File: config.mk
export PLATFORM = sky130hd
export DESIGN_NAME = gsd_div
export DESIGN_NICKNAME = d
export VERILOG_FILES = /design/src/rtl/core/gsd_pkg.sv /design/src/rtl/core/gsd_div.sv
export SDC_FILE = /design/constraint.sdc
export NUM_CORES = 1
export LEC_CHECK = 0
export ABC_AREA = 1
export BUFFER_PORTS_ARGS = -buffer_cell sky130_fd_sc_hd__clkbuf_2
export CAP_MARGIN = 20
export CORE_AREA = 5 5 170 172
export DETAILED_ROUTE_END_ITERATION = 10
export DIE_AREA = 0 0 175 177
export PLACE_DENSITY_LB_ADDON = 0.15
export SLEW_MARGIN = 0
export SYNTH_ARGS = -nofsm -noshare
export SYNTH_HDL_FRONTEND = slang
export SYNTH_SLANG_ARGS = --single-unit
export TNS_END_PERCENT = 10
File: constraint.sdc
create_clock -name i_clk -period 2.4 [get_ports i_clk]
set_input_delay 0.24 -clock i_clk [delete_from_list [all_inputs] [get_ports i_clk]]
set_output_delay 0.24 -clock i_clk [all_outputs]
set_load 0.005 [all_outputs]
File: src/rtl/core/gsd_pkg.sv
// ---------------------------------------------------------------------------
// gsd_pkg
// shared constants and types of the shake detector
// ---------------------------------------------------------------------------
`default_nettype none
package gsd_pkg;
    localparam int WINDOW_DEPTH_DEF = 64;
    localparam int TIME_W  = 63;
    localparam int CFG_W   = 40;
    localparam int LEVEL_W = 16;
    localparam int PROG_W  = 17;
    localparam int SUM_W   = 26;
    localparam int MIN_USED = 8;

    localparam logic [1:0] KIND_IDLE     = 2'd0;
    localparam logic [1:0] KIND_BUILDING = 2'd1;
    localparam logic [1:0] KIND_TRIGGER  = 2'd2;

    localparam logic [1:0] REG_SENS     = 2'd0;
    localparam logic [1:0] REG_WINDOW   = 2'd1;
    localparam logic [1:0] REG_SUSTAIN  = 2'd2;
    localparam logic [1:0] REG_COOLDOWN = 2'd3;

    localparam logic [8:0]  SENS_RST     = 9'd128;
    localparam logic [39:0] WINDOW_RST   = 40'd2000000000;
    localparam logic [39:0] SUSTAIN_RST  = 40'd8000000000;
    localparam logic [39:0] COOLDOWN_RST = 40'd60000000000;

    // divider request
    typedef struct packed {
        logic        start;
        logic [63:0] num;
        logic [63:0] den;
    } t_div_req;

    typedef struct packed {
        logic        done;
        logic [63:0] quo;
    } t_div_rsp;
endpackage
`default_nettype wire

File: src/rtl/core/gsd_div.sv
// ---------------------------------------------------------------------------
// gsd_div
// shared radix-2 restoring divider, 64 bits, one quotient bit per cycle
// ---------------------------------------------------------------------------
`default_nettype none
module gsd_div (
    input  wire logic              i_clk,
    input  wire logic              i_rst_n,
    input  wire gsd_pkg::t_div_req i_req,
    output gsd_pkg::t_div_rsp      o_rsp
);
    logic [63:0] r_rem, n_rem;
    logic [63:0] r_quo, n_quo;
    logic [63:0] r_den, n_den;
    logic [6:0]  r_cnt, n_cnt;
    logic        r_busy, n_busy;
    logic        r_done, n_done;
    logic [64:0] shifted;
    logic [64:0] diff;

    always_comb begin
        n_rem  = r_rem;
        n_quo  = r_quo;
        n_den  = r_den;
        n_cnt  = r_cnt;
        n_busy = r_busy;
        n_done = 1'b0;
        shifted = {r_rem, r_quo[63]};
        diff    = shifted - {1'b0, r_den};
        if (i_req.start) begin
            n_rem  = '0;
            n_quo  = i_req.num;
            n_den  = i_req.den;
            n_cnt  = 7'd64;
            n_busy = 1'b1;
        end else if (r_busy) begin
            if (!diff[64]) begin
                n_rem = diff[63:0];
                n_quo = {r_quo[62:0], 1'b1};
            end else begin
                n_rem = shifted[63:0];
                n_quo = {r_quo[62:0], 1'b0};
            end
            n_cnt = r_cnt - 7'd1;
            if (r_cnt == 7'd1) begin
                n_busy = 1'b0;
                n_done = 1'b1;
            end
        end
    end

    always_ff @(posedge i_clk) begin
        if (!i_rst_n) begin
            r_busy <= 1'b0;
            r_done <= 1'b0;
            r_cnt  <= '0;
        end else begin
            r_busy <= n_busy;
            r_done <= n_done;
            r_cnt  <= n_cnt;
        end
        r_rem <= n_rem;
        r_quo <= n_quo;
        r_den <= n_den;
    end

    assign o_rsp.done = r_done;
    assign o_rsp.quo  = r_quo;
endmodule
`default_nettype wire

==> impl_metrics.yaml <==
outcome:
  status: "finished with violations"
  violations: "setup timing"
die:
  die-height_um: 177
  core.rowCount: 61
  dieWidth_um: 175
  dieArea_um2: 31000
  core_area_um2: 27300
  io_pins: 196
  initial_core_util: 0.529
route:
  wl_per_cell_um: 16.3
  viasPerCell: 4.98
  route.vias.total: 15700
  firstDrtPassIters: 6
  drt-initial-drc-count: 1325
  drc: 0
  antenna_left: 0
  routed_wl_um: 51500
timing:
  clock-skew-final_ns: 0.0105
  slew_violations: 0
  setup_viol_count_final: 58
  slew_headroom: 0.467
  post-route-min-period_ns: 2.55
  final-hold-violation-count: 0
  setup_slack_ns: -0.152
  timing.fmax_ghz: 0.392
  tightest_slew_ns: 0.799
  rsz0062_at_grt: "yes"
  fin_crit_sh: 1.06
final_layout:
  drive_gt1_frac: 0.210
  fin_nets: 2987
  final_cells: 3153
  fillCellCount: 2178
  design_area_um2: 20100
  areaGrowthSynthToFinish_pct: 39.0
cts:
  clk_path_buf_depth: 3
  root_buffer: "clkbuf_16"
  cts_buffers: 23
  cts.clk_slew.worst_paths_ns: 0.06
  tritoncts: "yes"
  cts.sinks: 201
  h-tree-depth: 1
  clk_latency_ns: 0.55
yosys:
  ys_seq_area_frac: 0.367
  yosys-top-cells-area: "nand2_1 (28%), edfxtp_1 (27%), inv_1 (13%)"
  synth_common_cells: "nand2_1 (1075), inv_1 (499), nand3_1 (133)"
  synth_ff_type: "edfxtp_1"
  synth_top_area_share: 0.279
  ys_ff_latch: 201
  synth.most_common_cell: "nand2_1"
  synth-xor-area-share: 0.0194
  yosys.area_share.simple: 0.382
  synth_compound_area_frac: 0.0256
  syn_area_per_cell_um2: 6.31
  ys_warn_count: 0
  synthDistinctLibCells: 38
  synth.mux.area_fraction: 0
  yosysTopAreaCell: "nand2_1"
  synth_edf_count: 128
  synth-adder-area-share: 0.0585
  synth_top_family_by_area: "simple AND/OR/NAND/NOR gates"
  synth_area_um2: 14500
  synthCells: 2294
  synth_nets: 2492
  synth-async-reset-ratio: 0
global_routing:
  grt_pass1_vias: 15200
  grt_max_degree: 65
  grt_first_pass_wirelength_um: 78100
  gr-total-overflow: 0
  antenna_found_initial: 1
  grt_use_total: 0.315
place:
  dp_hpwl_um: 35200
  placed_area_um2: 17000
  port_buffers: 195
  gp_congestion: 1.05
  placed_cells: 2959
worst_setup_path:
  worst-endpoint-arrival_ns: 2.98
  crit_path_end_kind: "flip-flop"
  crit_type: "reg -> reg"
  cp-start-kind: "flip-flop"
  critical_path.max_fanout: 5
  cp.required_ns: 2.83
job:
  cap_violations: 0
power_and_ir_drop:
  powerDensity_nw_per_um2: 458
  irDropWorstVdd_v: 0.000723
  leakage_nw: 11.2
  finalPower_mw: 9.20
min_path:
  hp-class: "in -> reg"
-- layout make-up --
class,count,area (um2),share of cell area
flip-flops and latches,201,5310,0.264
repair buffers,512,3970,0.198
multi-input cells,1548,7740,0.385
inverters,503,1890,0.0939
clock inverters,10,118,0.00585
well taps,346,433,0.0215
diodes,1,2.50,0.000124
clock buffers,32,649,0.0323
-- state kept, by name, indices dropped and copies added (netlist names) --
register  count
r_cnt         7
r_rem        64
r_busy        1
r_done        1
r_quo        64
r_den        64
-- through the flow --
stage	hold slack, ns	setup TNS [ns]	setup WS (ns)	util
finish	0.00370	-4.09	-0.152	0.736
global route	0.0203	-10.90	-0.240	0.736
CTS	0.000601	-7.95	-0.173	0.709
detailed placement	0.419	-8.47	-0.176	0.621
global placement	0.416	-2.85	-0.0821	0.621
floorplan	0.339	-0.0190	-0.0190	-
-- cells in the final DEF, fill, tap and decap left out, types with 3 or more instances in the layout --
cell / count
buf_16: 3
nand3_2: 12
clkinv_2: 3
nor3_1: 20
clkbuf_8: 4
xor2_1: 7
nand2_1: 1013
buf_12: 11
inv_2: 14
ha_4: 25
nor2_4: 8
buf_4: 171
nand3_1: 121
ha_1: 39
clkbuf_2: 194
clkbuf_16: 28
xnor2_1: 25
nand2_2: 65
nor2_2: 10
clkbuf_1: 5
edfxtp_1: 128
inv_1: 489
a21oi_1: 38
a21oi_4: 3
and2_1: 3
buf_6: 4
o21ai_0: 8
dlygate4sd3_1: 123
nand2_4: 10
dfxtp_1: 72
o21ai_1: 8
nor2_1: 95
a21oi_2: 10
nand4_1: 11
-- cell families after synthesis --
group | Yosys count
xor+xnor | 32
simple gates | 1378
compound gates | 71
flops | 201
buf+inv | 545
fa+ha+maj | 67
-- power by group --
part           switching (mW)  internal [mW]  leakage [nW]  total (mW)
clock network            1.51           2.11         0.371        3.62
registers               0.122           3.93          1.87        4.06
logic                   0.831          0.691          8.96        1.52
-- timing repair --
item | CTS | global route
buffers inserted | 14 | 8
cloned | 5 | 7
hold buffers | 123 | 0
pin swaps | 19 | 38
resized for setup | 40 | 130
hold endpoints to repair | 124 | 0
endpoints found under the setup margin | 64 | 65
-- per-layer routing --
layer | track usage | vias up | wire, um
li1 | - | 7853 | -
met1 | 0.420 | 7036 | 21400
met2 | 0.540 | 718 | 23500
met3 | 0.0414 | 110 | 4570
met4 | 0.0943 | 0 | 2080
met5 | 0 | - | 0
-- worst max-delay path, cell delays in order, from the launching register on --
cell and delay, ns:
edfxtp_1 0.41, ha_4 0.18, fa_2 0.35, inv_2 0.07, nand2_2 0.05, nand2_2 0.07
nand3_2 0.07, nand2_2 0.08, nand2_2 0.05, nand2_2 0.06, nand2_2 0.07, nand2_4 0.08
nand2_4 0.07, nand2_4 0.10, nand2_4 0.05, nand2_4 0.09, buf_8 0.15, buf_12 0.11
buf_12 0.15, nand2_2 0.06, nand3_2 0.05, nand2_1 0.06
-- worst paths after layout --
path             start        end  slack (ns)  depth (start not counted)
max           r_den[0]  r_rem[31]       -0.15                         21
min          i_req[77]  r_quo[13]       0.004                          3
max reg2reg   r_den[0]  r_rem[31]       -0.15                         21
min reg2reg   r_rem[4]   r_rem[4]        0.47                          2
No activity file was read; power rests on OpenSTA's default activity.
